<file path="src/rtl/core/pmrf_pkg.sv">
// Shared types and constants of the power monitor report filter.
package pmrf_pkg;

	// Event kinds carried by an input item.
	typedef enum logic [1:0] {
		OP_GOOD  = 2'd0,
		OP_WEDGE = 2'd1,
		OP_NACK  = 2'd2,
		OP_TICK  = 2'd3
	} op_t;

	// Configuration register indexes.
	typedef enum logic [2:0] {
		REG_ENABLE    = 3'd0,
		REG_PERIOD    = 3'd1,
		REG_MV_THRESH = 3'd2,
		REG_UA_THRESH = 3'd3,
		REG_HEARTBEAT = 3'd4,
		REG_ERR_LIMIT = 3'd5
	} cfg_reg_t;

	// Back-end sequencer states.
	typedef enum logic [1:0] {
		BK_IDLE   = 2'd0,
		BK_MUL    = 2'd1,
		BK_SCALE  = 2'd2,
		BK_DECIDE = 2'd3
	} back_state_t;

	// One queued item after classification.
	typedef struct packed {
		op_t                op;
		logic [31:0]        now_ms;
		logic [15:0]        bus_raw;
		logic signed [15:0] shunt_raw;
	} item_t;

	// Configuration register file contents.
	typedef struct packed {
		logic        report_enable;
		logic [15:0] report_period_ms;
		logic [16:0] change_mv_threshold;
		logic [24:0] change_ua_threshold;
		logic [30:0] heartbeat_ms;
		logic [3:0]  recover_error_limit;
	} cfg_t;

	// Register values after reset.
	localparam logic [15:0] PERIOD_RST    = 16'd1000;
	localparam logic [16:0] MV_THRESH_RST = 17'd50;
	localparam logic [24:0] UA_THRESH_RST = 25'd20000;
	localparam logic [30:0] HEARTBEAT_RST = 31'd15000;
	localparam logic [3:0]  ERR_LIMIT_RST = 4'd3;

	// Microamps per shunt LSB.
	localparam logic signed [24:0] UA_PER_LSB = 25'sd500;

	// Power in mW is mV * shunt / 2000: shift by 4, then divide by 125 through
	// a reciprocal ceil(2^35 / 125), exact for a dividend below 2^28.
	localparam logic [28:0] RECIP_125   = 29'd274877907;
	localparam int          RECIP_SHIFT = 35;

endpackage

</file>
<file path="src/rtl/core/pmrf_front.sv">
// Front end: accepts items, classifies the event kind and queues them.
module pmrf_front import pmrf_pkg::*; #(
	parameter int DEPTH = 2
) (
	input  logic               clk,
	input  logic               arst_n,
	input  logic               push,
	output logic               full,
	input  logic [1:0]         operation,
	input  logic [31:0]        now_ms,
	input  logic [15:0]        bus_raw,
	input  logic signed [15:0] shunt_raw,
	output logic               head_valid,
	output item_t              head,
	input  logic               head_pop
);

	localparam int PTR_W = (DEPTH > 1) ? $clog2(DEPTH) : 1;
	localparam int CNT_W = $clog2(DEPTH + 1);

	item_t              slot_q [DEPTH];
	logic [PTR_W-1:0]   wr_ptr_q;
	logic [PTR_W-1:0]   rd_ptr_q;
	logic [CNT_W-1:0]   count_q;
	logic               push_ok;
	logic               pop_ok;
	item_t              incoming;

	// Classify the raw operation code into an event kind.
	always_comb begin
		incoming.op        = op_t'(operation);
		incoming.now_ms    = now_ms;
		incoming.bus_raw   = bus_raw;
		incoming.shunt_raw = shunt_raw;
	end

	assign full       = (count_q == CNT_W'(DEPTH));
	assign head_valid = (count_q != '0);
	assign head       = slot_q[rd_ptr_q];
	assign push_ok    = push && !full;
	assign pop_ok     = head_pop && head_valid;

	// Queue storage.
	always_ff @(posedge clk) begin
		if (push_ok) begin
			slot_q[wr_ptr_q] <= incoming;
		end
	end

	// Queue pointers and fill count.
	always_ff @(posedge clk or negedge arst_n) begin
		if (!arst_n) begin
			wr_ptr_q <= '0;
			rd_ptr_q <= '0;
			count_q  <= '0;
		end else begin
			if (push_ok) begin
				wr_ptr_q <= (wr_ptr_q == PTR_W'(DEPTH - 1)) ? '0 : wr_ptr_q + 1'b1;
			end
			if (pop_ok) begin
				rd_ptr_q <= (rd_ptr_q == PTR_W'(DEPTH - 1)) ? '0 : rd_ptr_q + 1'b1;
			end
			if (push_ok && !pop_ok) begin
				count_q <= count_q + 1'b1;
			end else if (pop_ok && !push_ok) begin
				count_q <= count_q - 1'b1;
			end
		end
	end

endmodule

</file>
<file path="src/rtl/core/pmrf_back.sv">
// Back end: scales samples, tracks failures, decides reports, holds the result.
module pmrf_back import pmrf_pkg::*; (
	input  logic               clk,
	input  logic               arst_n,
	input  cfg_t               cfg,
	input  logic               head_valid,
	input  item_t              head,
	output logic               head_pop,
	output logic               empty,
	input  logic               pop,
	output logic [16:0]        volts_mv,
	output logic signed [24:0] current_ua,
	output logic signed [21:0] power_mw,
	output logic               measurement_valid,
	output logic               report_now,
	output logic               recover_bus
);

	back_state_t        state_q;
	back_state_t        state_n;
	logic               commit;

	item_t              item_s1;

	logic [18:0]        bus_x5;
	logic [16:0]        mv_calc;
	logic signed [24:0] ua_calc;
	logic signed [17:0] mv_ext;
	logic signed [33:0] prod;
	logic [31:0]        prod_mag;

	logic [16:0]        mv_s2;
	logic signed [24:0] ua_s2;
	logic [27:0]        quo_in_s2;
	logic               neg_s2;

	logic [56:0]        recip_prod;
	logic [20:0]        mw_mag_s3;

	// Held state.
	logic [16:0]        held_mv_q;
	logic signed [24:0] held_ua_q;
	logic signed [21:0] held_mw_q;
	logic               have_q;
	logic [3:0]         wedge_q;
	logic               once_q;
	logic [16:0]        rep_mv_q;
	logic signed [24:0] rep_ua_q;
	logic [31:0]        rep_time_q;
	logic [31:0]        deadline_q;

	// Decision results.
	logic [16:0]        mv_n;
	logic signed [24:0] ua_n;
	logic signed [21:0] mw_n;
	logic signed [21:0] mw_calc;
	logic               have_n;
	logic [3:0]         wedge_n;
	logic [3:0]         wedge_inc;
	logic               recover;
	logic [31:0]        due_diff;
	logic [31:0]        since;
	logic               beat;
	logic               eligible;
	logic               report;
	logic signed [17:0] dmv;
	logic [16:0]        dmv_abs;
	logic signed [25:0] dua;
	logic [24:0]        dua_abs;

	logic               out_valid_q;
	logic [16:0]        out_mv_q;
	logic signed [24:0] out_ua_q;
	logic signed [21:0] out_mw_q;
	logic               out_have_q;
	logic               out_report_q;
	logic               out_recover_q;

	// Next state of the sequencer.
	always_comb begin
		state_n = state_q;
		case (state_q)
			BK_IDLE: begin
				if (head_valid) begin
					state_n = BK_MUL;
				end
			end
			BK_MUL: begin
				state_n = BK_SCALE;
			end
			BK_SCALE: begin
				state_n = BK_DECIDE;
			end
			BK_DECIDE: begin
				if (!out_valid_q || pop) begin
					state_n = BK_IDLE;
				end
			end
			default: begin
				state_n = BK_IDLE;
			end
		endcase
	end

	// Sequencer outputs.
	always_comb begin
		head_pop = 1'b0;
		commit   = 1'b0;
		case (state_q)
			BK_IDLE: begin
				head_pop = head_valid;
			end
			BK_DECIDE: begin
				commit = !out_valid_q || pop;
			end
			default: begin
				head_pop = 1'b0;
				commit   = 1'b0;
			end
		endcase
	end

	always_ff @(posedge clk or negedge arst_n) begin
		if (!arst_n) begin
			state_q <= BK_IDLE;
		end else begin
			state_q <= state_n;
		end
	end

	// Take the item at the head of the queue.
	always_ff @(posedge clk) begin
		if (head_pop) begin
			item_s1 <= head;
		end
	end

	// Scaling: mV = floor(raw * 5 / 4), uA = shunt * 500, and the signed mV * shunt.
	assign bus_x5   = {3'b000, item_s1.bus_raw} + {1'b0, item_s1.bus_raw, 2'b00};
	assign mv_calc  = bus_x5[18:2];
	assign ua_calc  = 25'(item_s1.shunt_raw) * UA_PER_LSB;
	assign mv_ext   = $signed({1'b0, mv_calc});
	assign prod     = 34'(mv_ext) * 34'(item_s1.shunt_raw);
	assign prod_mag = prod[33] ? 32'(-prod) : prod[31:0];

	always_ff @(posedge clk) begin
		if (state_q == BK_MUL) begin
			mv_s2     <= mv_calc;
			ua_s2     <= ua_calc;
			quo_in_s2 <= prod_mag[31:4];
			neg_s2    <= prod[33];
		end
	end

	// Divide the magnitude by 125 through the reciprocal.
	assign recip_prod = 57'(quo_in_s2) * 57'(RECIP_125);

	always_ff @(posedge clk) begin
		if (state_q == BK_SCALE) begin
			mw_mag_s3 <= recip_prod[RECIP_SHIFT +: 21];
		end
	end

	assign mw_calc = neg_s2 ? -$signed({1'b0, mw_mag_s3}) : $signed({1'b0, mw_mag_s3});

	// Apply the event to the held measurement and the failure counter.
	assign wedge_inc = wedge_q + 4'd1;

	always_comb begin
		mv_n    = held_mv_q;
		ua_n    = held_ua_q;
		mw_n    = held_mw_q;
		have_n  = have_q;
		wedge_n = wedge_q;
		recover = 1'b0;
		case (item_s1.op)
			OP_GOOD: begin
				mv_n    = mv_s2;
				ua_n    = ua_s2;
				mw_n    = mw_calc;
				have_n  = 1'b1;
				wedge_n = '0;
			end
			OP_WEDGE: begin
				have_n = 1'b0;
				if (wedge_inc >= cfg.recover_error_limit) begin
					recover = 1'b1;
					wedge_n = '0;
				end else begin
					wedge_n = wedge_inc;
				end
			end
			OP_NACK: begin
				have_n  = 1'b0;
				wedge_n = '0;
			end
			default: begin
				have_n = have_q;
			end
		endcase
	end

	// Report decision: wrap-safe deadline, change thresholds and heartbeat.
	assign due_diff = item_s1.now_ms - deadline_q;
	assign since    = item_s1.now_ms - rep_time_q;
	assign beat     = !since[31] && (since[30:0] >= cfg.heartbeat_ms);
	assign dmv      = $signed({1'b0, mv_n}) - $signed({1'b0, rep_mv_q});
	assign dmv_abs  = dmv[17] ? 17'(-dmv) : dmv[16:0];
	assign dua      = 26'(ua_n) - 26'(rep_ua_q);
	assign dua_abs  = dua[25] ? 25'(-dua) : dua[24:0];
	assign eligible = cfg.report_enable && have_n && !due_diff[31];
	assign report   = eligible && (!once_q || (dmv_abs >= cfg.change_mv_threshold)
		|| (dua_abs >= cfg.change_ua_threshold) || beat);

	// State update when the result is written.
	always_ff @(posedge clk or negedge arst_n) begin
		if (!arst_n) begin
			held_mv_q  <= '0;
			held_ua_q  <= '0;
			held_mw_q  <= '0;
			have_q     <= 1'b0;
			wedge_q    <= '0;
			once_q     <= 1'b0;
			rep_mv_q   <= '0;
			rep_ua_q   <= '0;
			rep_time_q <= '0;
			deadline_q <= '0;
		end else if (commit) begin
			held_mv_q <= mv_n;
			held_ua_q <= ua_n;
			held_mw_q <= mw_n;
			have_q    <= have_n;
			wedge_q   <= wedge_n;
			if (eligible) begin
				deadline_q <= item_s1.now_ms + 32'(cfg.report_period_ms);
			end
			if (report) begin
				once_q     <= 1'b1;
				rep_mv_q   <= mv_n;
				rep_ua_q   <= ua_n;
				rep_time_q <= item_s1.now_ms;
			end
		end
	end

	// Output register.
	always_ff @(posedge clk or negedge arst_n) begin
		if (!arst_n) begin
			out_valid_q <= 1'b0;
		end else if (commit) begin
			out_valid_q <= 1'b1;
		end else if (pop) begin
			out_valid_q <= 1'b0;
		end
	end

	always_ff @(posedge clk) begin
		if (commit) begin
			out_mv_q      <= mv_n;
			out_ua_q      <= ua_n;
			out_mw_q      <= mw_n;
			out_have_q    <= have_n;
			out_report_q  <= report;
			out_recover_q <= recover;
		end
	end

	assign empty             = !out_valid_q;
	assign volts_mv          = out_mv_q;
	assign current_ua        = out_ua_q;
	assign power_mw          = out_mw_q;
	assign measurement_valid = out_have_q;
	assign report_now        = out_report_q;
	assign recover_bus       = out_recover_q;

endmodule

</file>
<file path="src/rtl/core/power_monitor_report_filter.sv">
// Each item passes the back end's four-step sequencer (take, scale, reciprocal
// divide, decide); the next item is taken once the result is written, and the
// decide step stalls while an earlier result waits to be popped. The input
// queue takes items while the back end works or a result waits to be popped.
// Reset (arst_n low) empties the input queue and output register, clears all
// held measurement and report state, and loads the configuration defaults.
module power_monitor_report_filter import pmrf_pkg::*; #(
	parameter int QUEUE_DEPTH = 2
) (
	input  logic               clk,
	input  logic               arst_n,
	input  logic               push,
	output logic               full,
	input  logic [1:0]         operation,
	input  logic [31:0]        now_ms,
	input  logic [15:0]        bus_raw,
	input  logic signed [15:0] shunt_raw,
	output logic               empty,
	input  logic               pop,
	output logic [16:0]        volts_mv,
	output logic signed [24:0] current_ua,
	output logic signed [21:0] power_mw,
	output logic               measurement_valid,
	output logic               report_now,
	output logic               recover_bus,
	input  logic               cfg_write,
	input  logic [2:0]         cfg_index,
	input  logic [30:0]        cfg_data
);

	cfg_t  cfg_q;
	logic  head_valid;
	item_t head;
	logic  head_pop;

	// Configuration registers; unknown indexes are ignored.
	always_ff @(posedge clk or negedge arst_n) begin
		if (!arst_n) begin
			cfg_q.report_enable       <= 1'b0;
			cfg_q.report_period_ms    <= PERIOD_RST;
			cfg_q.change_mv_threshold <= MV_THRESH_RST;
			cfg_q.change_ua_threshold <= UA_THRESH_RST;
			cfg_q.heartbeat_ms        <= HEARTBEAT_RST;
			cfg_q.recover_error_limit <= ERR_LIMIT_RST;
		end else if (cfg_write) begin
			case (cfg_reg_t'(cfg_index))
				REG_ENABLE:    cfg_q.report_enable       <= cfg_data[0];
				REG_PERIOD:    cfg_q.report_period_ms    <= cfg_data[15:0];
				REG_MV_THRESH: cfg_q.change_mv_threshold <= cfg_data[16:0];
				REG_UA_THRESH: cfg_q.change_ua_threshold <= cfg_data[24:0];
				REG_HEARTBEAT: cfg_q.heartbeat_ms        <= cfg_data[30:0];
				REG_ERR_LIMIT: cfg_q.recover_error_limit <= cfg_data[3:0];
				default: begin
					cfg_q <= cfg_q;
				end
			endcase
		end
	end

	pmrf_front #(
		.DEPTH(QUEUE_DEPTH)
	) u_front (
		.clk        (clk),
		.arst_n     (arst_n),
		.push       (push),
		.full       (full),
		.operation  (operation),
		.now_ms     (now_ms),
		.bus_raw    (bus_raw),
		.shunt_raw  (shunt_raw),
		.head_valid (head_valid),
		.head       (head),
		.head_pop   (head_pop)
	);

	pmrf_back u_back (
		.clk               (clk),
		.arst_n            (arst_n),
		.cfg               (cfg_q),
		.head_valid        (head_valid),
		.head              (head),
		.head_pop          (head_pop),
		.empty             (empty),
		.pop               (pop),
		.volts_mv          (volts_mv),
		.current_ua        (current_ua),
		.power_mw          (power_mw),
		.measurement_valid (measurement_valid),
		.report_now        (report_now),
		.recover_bus       (recover_bus)
	);

endmodule

</file>
<file path="config.mk">
export PLATFORM = sky130hd
export DESIGN_NAME = power_monitor_report_filter
export DESIGN_NICKNAME = d
export VERILOG_FILES = /design/src/rtl/core/pmrf_pkg.sv /design/src/rtl/core/pmrf_front.sv /design/src/rtl/core/pmrf_back.sv /design/src/rtl/core/power_monitor_report_filter.sv
export SDC_FILE = /design/constraint.sdc
export NUM_CORES = 2
export LEC_CHECK = 0
export BUFFER_PORTS_ARGS = -buffer_cell sky130_fd_sc_hd__buf_2
export CAP_MARGIN = 20
export CORE_ASPECT_RATIO = 1.75
export CORE_MARGIN = 1.5
export CORE_UTILIZATION = 58
export CTS_CLUSTER_SIZE = 28
export DETAILED_ROUTE_END_ITERATION = 7
export GPL_TIMING_DRIVEN = 0
export PLACE_DENSITY = 0.78
export SLEW_MARGIN = 20
export SYNTH_ARGS = -nofsm -noshare
export SYNTH_HDL_FRONTEND = slang
export SYNTH_SLANG_ARGS = --single-unit
</file>
<file path="constraint.sdc">
create_clock -name clk -period 9.2 [get_ports clk]
set_input_delay 1.84 -clock clk [delete_from_list [all_inputs] [get_ports clk]]
set_output_delay 1.84 -clock clk [all_outputs]
set_load 0.01 [all_outputs]
</file>
Yosys cells after proc, flatten, opt, wreduce, memory -nomap -nowiden
Memories as Yosys holds them, arrays and structs flattened. A register that Yosys moved wholly into a read port is not among the register bits. Cells that the tools add are included.

Register bits after elaboration: 434. Bits in latches: 0. Memory bits (writable): 132. ROM bits: 0. Input bits: 105. Output and inout bits: 69. Word-level logic and storage cells: 130. Memories: 1.

Memories: u_front.slot_q (depth 2, bits a word 66, read ports 1, clocked after Yosys merged registers in 1, write ports 1, RTL line pmrf_front.sv:21) `item_t slot_q [DEPTH];`.

Add/subtract/negate cells: 15. $mul: 3. Div/mod/pow operators: 0. $lt $le $gt $ge: 4. Equal/unequal tests: 13. Shifts and indexed selects: 0. Muxes and demuxes: 24. Bitwise operators: 0. Reductions and logical operators: 38.

Operators with widths (number): $sub 32x32->32 (2); $mul 28x29->56 const B (1); $mux 25 (2); $mux 22 (2); $mul 18x16->34 (1); $mux 17 (2); $add 32x16->32 (1); $mux 32 (1); $neg 32->32 (1); $ge 31x31->1 (1); $sub 25x25->26 (1); $ge 25x25->1 (1); $neg 25->25 (1); $mul 16x8->23 const B (1); $neg 21->22 (1); $reduce_and 2->1 (10); $add 16x18->19 (1); $sub 17x17->18 (1); $ge 17x17->1 (1); $neg 17->17 (1); $mux 1 (9); $eq 2x2->1 const B (4); $logic_and 1x1->1 (8); $mux 2 (4); other kinds (20) (39).

Depth between registers and ports, before layout
Depth in word-level cells: 11. Depth in mapped cells: 39.

Cells and area by module
A second synthesis with hierarchy kept.

Cells, all modules: 5105. Area, all modules: 55604.6 um^2.

Modules (own cells, without submodules): pmrf_back (instances 1, cells each 4678, area each 46938.8 um^2); pmrf_front (instances 1, cells each 224, area each 5073.6 um^2); power_monitor_report_filter (instances 1, cells each 203, area each 3592.2 um^2).

Least setup slack after synthesis
Ideal clock, no wire load.

Kind: flip-flop to flip-flop. Start point: register u_back.item_s1[18] (netlist name). End point: register u_back.quo_in_s2[27] (data pin). Arrival time: 9.102 ns. Data required time: 8.937 ns. Path slack: -0.164 ns. Cell stages (with the launch flop): 37. Cell sequence: edfxtp_1 ha_1 fa_1 a21o_1 a21oi_1 o21bai_1 a21oi_1 o21bai_1 a21oi_1 o21bai_1 a21oi_1 xnor2_1 clkbuf_1 nand2_1 fa_1 fa_1 inv_1 fa_1 inv_1 fa_1 inv_1 fa_1 inv_1 fa_1 inv_1 ha_1 clkbuf_1 and4_1 a21o_1 a311o_1 xnor2_1 or4b_4 nor4_4 nand4b_2 or3_4 o41ai_2 xnor2_1.

Word-level cells in the longest chain between the ends: 4.

RTL lines: $add 16x18->19 (*) (RTL line pmrf_back.sv:139) `assign bus_x5 = {3'b000, item_s1.bus_raw} + {1'b0, item_s1.bus_raw, 2'b00};`; via u_back.bus_x5[12] (RTL line pmrf_back.sv:25) `logic [18:0] bus_x5;`; $mul 18x16->34 (*) (RTL line pmrf_back.sv:143) `assign prod = 34'(mv_ext) * 34'(item_s1.shunt_raw);`; $neg 32->32 (RTL line pmrf_back.sv:144) `assign prod_mag = prod[33] ? 32'(-prod) : prod[31:0];`; $mux 32 (*) (RTL line pmrf_back.sv:144); via u_back.prod_mag[31] (RTL line pmrf_back.sv:30) `logic [31:0] prod_mag;`; to (signal assigned) (RTL line pmrf_back.sv:150) `quo_in_s2 <= prod_mag[31:4];`; to (decl) (RTL line pmrf_back.sv:34) `logic [27:0] quo_in_s2;`.

The timed path passes the listed nets; every way through them passes the cells marked *. A chain may end at the register's enable or synchronous reset.

Final worst setup path
Start point: register u_back.item_s1[18] (netlist name). End point: register u_back.quo_in_s2[25] (data pin).

Word-level cells in the longest chain between the ends: 4.

RTL lines (RTL line): $add 16x18->19 (*) (pmrf_back.sv:139); $mul 18x16->34 (*) (pmrf_back.sv:143); $neg 32->32 (pmrf_back.sv:144); $mux 32 (*) (pmrf_back.sv:144); via u_back.prod_mag[29] (pmrf_back.sv:30).

Marked as above.

==> flow_summary.yaml <==
finish:
  drive_gt1_frac: 0.150
  final_cell_area_sq_um: 61700
  seq_area_sq_um: 17600
  nets: 6822
  area_growth_pct: 11.7
  n_fill_cell: 7105
  multiInputGateArea_sq_um: 34800
placement:
  place_hpwl_mm: 116
  numPortBuffers: 173
  gp_congestion: 1.01
  postPlaceCellArea_sq_um: 57900
synthesis:
  synth_largest_area_cell: "edfxtp_1"
  synthCells: 5176
  synth-edff-count: 355
  synth_seq_area_share: 0.319
  syn_avg_cell_area_sq_um: 10.7
  synth_nets: 6506
  synth_top_area_frac: 0.193
  synth_warnings: 0
  ys_ff_latch: 632
  synth_commonest_cells: "inv_1, ha_1, fa_1, nand2_1, edfxtp_1"
  yosysMostFrequentCell: "inv_1"
  synth_area_sq_um: 55200
  ys.flop_type: "edfxtp_1"
  ys_types: 85
  postSynth.asyncResetShare: 0.438
  synth_area_leaders: "edfxtp_1, fa_1, ha_1"
sta:
  rsz0062_at_grt: "true"
  whs_ps: 483
  worst-slew-pin-transition_ps: 1110
  max_freq_mhz: 106
  slew_headroom: 0.257
  layout_setup_ws_ps: -230
  slew_violations: 0
  clock_skew_ps: 43.3
  finalCriticalPeriod_ps: 9430
  post-route-period-util: 1.02
  hold_viol: 0
  setup_viol: 26
clocking:
  insertion_delay_ps: 680
  cts_max_level: 2
  numCtsBuffers: 55
  path_clk_slew_ps: 70
  clockBufferDepth: 3
  hold_buffers: 0
  cts_tree: "built"
  clock-sinks: 632
  cts_root_buffer: "clkbuf_16"
global_routing:
  grt_overflow: 0
  grt_pass1_wl_mm: 227
  grt_max_degree: 93
  antenna_found_initial: 15
  grt_usage: 0.307
  grt_pass1_vias: 41700
status:
  violations: "setup timing"
  outcome: "complete, but fails checks"
drt:
  drt-total-wl_mm: 148
  drt-initial-drc-count: 2357
  ant_nets: 0
  num_vias: 39000
  drc: 0
  via_per_inst: 5.77
  drt_pass1_iterations: 6
  wl_per_cell_microns: 21.8
floorplan:
  rows: 149
  initial_utilization: 0.585
  core_area_sq_um: 94300
  dieArea_sq_um: 97200
  die_x_microns: 236
  die_h_microns: 411
  io_pins: 174
min_path:
  hold_depth: 2
  hold_class: "flip-flop to flip-flop"
worst_setup_path:
  timing.critical_path.mode_cell: "fa_1"
  cp.arrival_ps: 9800
  crit_slowest_cell: "fa_2"
  cp_max_fo: 5
  cp_top_family: "adder cells"
  critPathCaptureType: "flip-flop"
  path_buf_inv: 6
  path_class: "flip-flop to flip-flop"
  cp-start-kind: "flip-flop"
  crit_required_ps: 9570
  ff2ff_path_depth: 36
  max_stage_delay_ps: 610
  path_depth: 36
run:
  drv_cap: 0
## area by class of cell
class	instances	area share
Antenna cell	9	0.000365
Buffer	108	0.00917
Clock buffer	71	0.0244
Clock inverter	33	0.00574
Inverter	939	0.0573
Multi-Input combinational cell	3493	0.564
Sequential cell	632	0.286
Tap cell	1208	0.0245
Timing Repair Buffer	263	0.0291
## through the flow
stage | instances | utilization | setup WS, ps | setup TNS [ps]
final | 6756 | 0.654 | -230 | -2440
after global routing | 6756 | 0.654 | -479 | -7980
after CTS | 6715 | 0.646 | 0.493 | 0
after detailed placement | 6566 | 0.614 | -2310 | -173640
after global placement | 6557 | 0.611 | -1970 | -154370
after floorplan | 5176 | - | 18.1 | 0
## state kept, by name (all words and copies together) (netlist names), 21 cells and up
name and flops:
u_back.power_mw 22, u_back.item_s1 66, u_back.deadline_q 32, u_front.slot_q 132, u_back.held_ua_q 25, cfg_q 94, u_back.quo_in_s2 28, u_back.rep_ua_q 25
u_back.current_ua 25, u_back.ua_s2 23, u_back.held_mw_q 22, u_back.rep_time_q 32, u_back.mw_mag_s3 21
## worst register-to-register path, delay by kind of cell, from the launching register on
kind            cells  cell delay [ps]
fa+ha+maj           9             4090
compound gates     12             2060
simple gates        8             1900
buf+inv             6              540
flops               1              460
xor+xnor            1              110
## what timing repair did
| action | in CTS | in global routing |
|---|---|---|
| setup buffers | 47 | 32 |
| gates cloned | 2 | 1 |
| pin swaps | 60 | 63 |
| setup endpoints to repair | 104 | 89 |
| gates resized for setup | 164 | 112 |
## path summary, 6_finish.rpt
check / slack, ps / end / from
setup / recovery: -230 / u_back.quo_in_s2[25]$_DFFE_PN_ / u_back.item_s1[18]$_DFFE_PP_
hold / removal: 480 / u_back.deadline_q[23]$_DFFE_PN0P_ / u_back.deadline_q[23]$_DFFE_PN0P_
setup reg to reg: -230 / u_back.quo_in_s2[25]$_DFFE_PN_ / u_back.item_s1[18]$_DFFE_PP_
hold reg to reg: 480 / u_back.deadline_q[23]$_DFFE_PN0P_ / u_back.deadline_q[23]$_DFFE_PN0P_
max in group asynchronous: 6940 / u_back.rep_time_q[27]$_DFFE_PN0P_ / arst_n
min in group asynchronous: 1070 / cfg_q[39]$_DFFE_PN0P_ / arst_n
## logic make-up (layout without fill, tap and decap cells)
| family | Yosys count | after routing | share of synthesized area |
|---|---|---|---|
| xor gates and xnor gates | 244 | 244 | 0.0388 |
| other | 0 | 9 | 0 |
| AOI/OAI and AO/OA | 669 | 669 | 0.0776 |
| and+or+nand+nor | 1118 | 1118 | 0.0960 |
| muxes | 237 | 237 | 0.0482 |
| adders and majority gates | 1225 | 1225 | 0.349 |
| buffers and inverters | 1051 | 1414 | 0.0716 |
| DFF | 632 | 632 | 0.319 |
## per-layer routing
| metal | global-route usage | vias up | wire (microns) |
|---|---|---|---|
| li1 | - | 17800 | - |
| met1 | 0.291 | 19300 | 46900 |
| met2 | 0.573 | 1234 | 78300 |
| met3 | 0.0396 | 613 | 6190 |
| met4 | 0.276 | 8 | 16100 |
| met5 | 0 | - | 46 |
## cells in the final DEF (no fill, tap or decap), drive strengths merged, types with 32 or more instances in the layout
master  instances
and2          136
buf           277
inv           945
a21oi         138
xor2           86
a21o           70
mux2          231
xnor2         158
nor3           47
o21a           32
nor2          168
clkbuf        165
o21ai         222
nand3          45
edfxtp        355
nor2b          32
nand2         507
nand2b         33
fa            523
dfrtp         254
nand4          34
ha            702
Power is left out: the tool's default activity adds up to more than one toggle a clock period on the data nets, which glitch-free logic cannot reach.
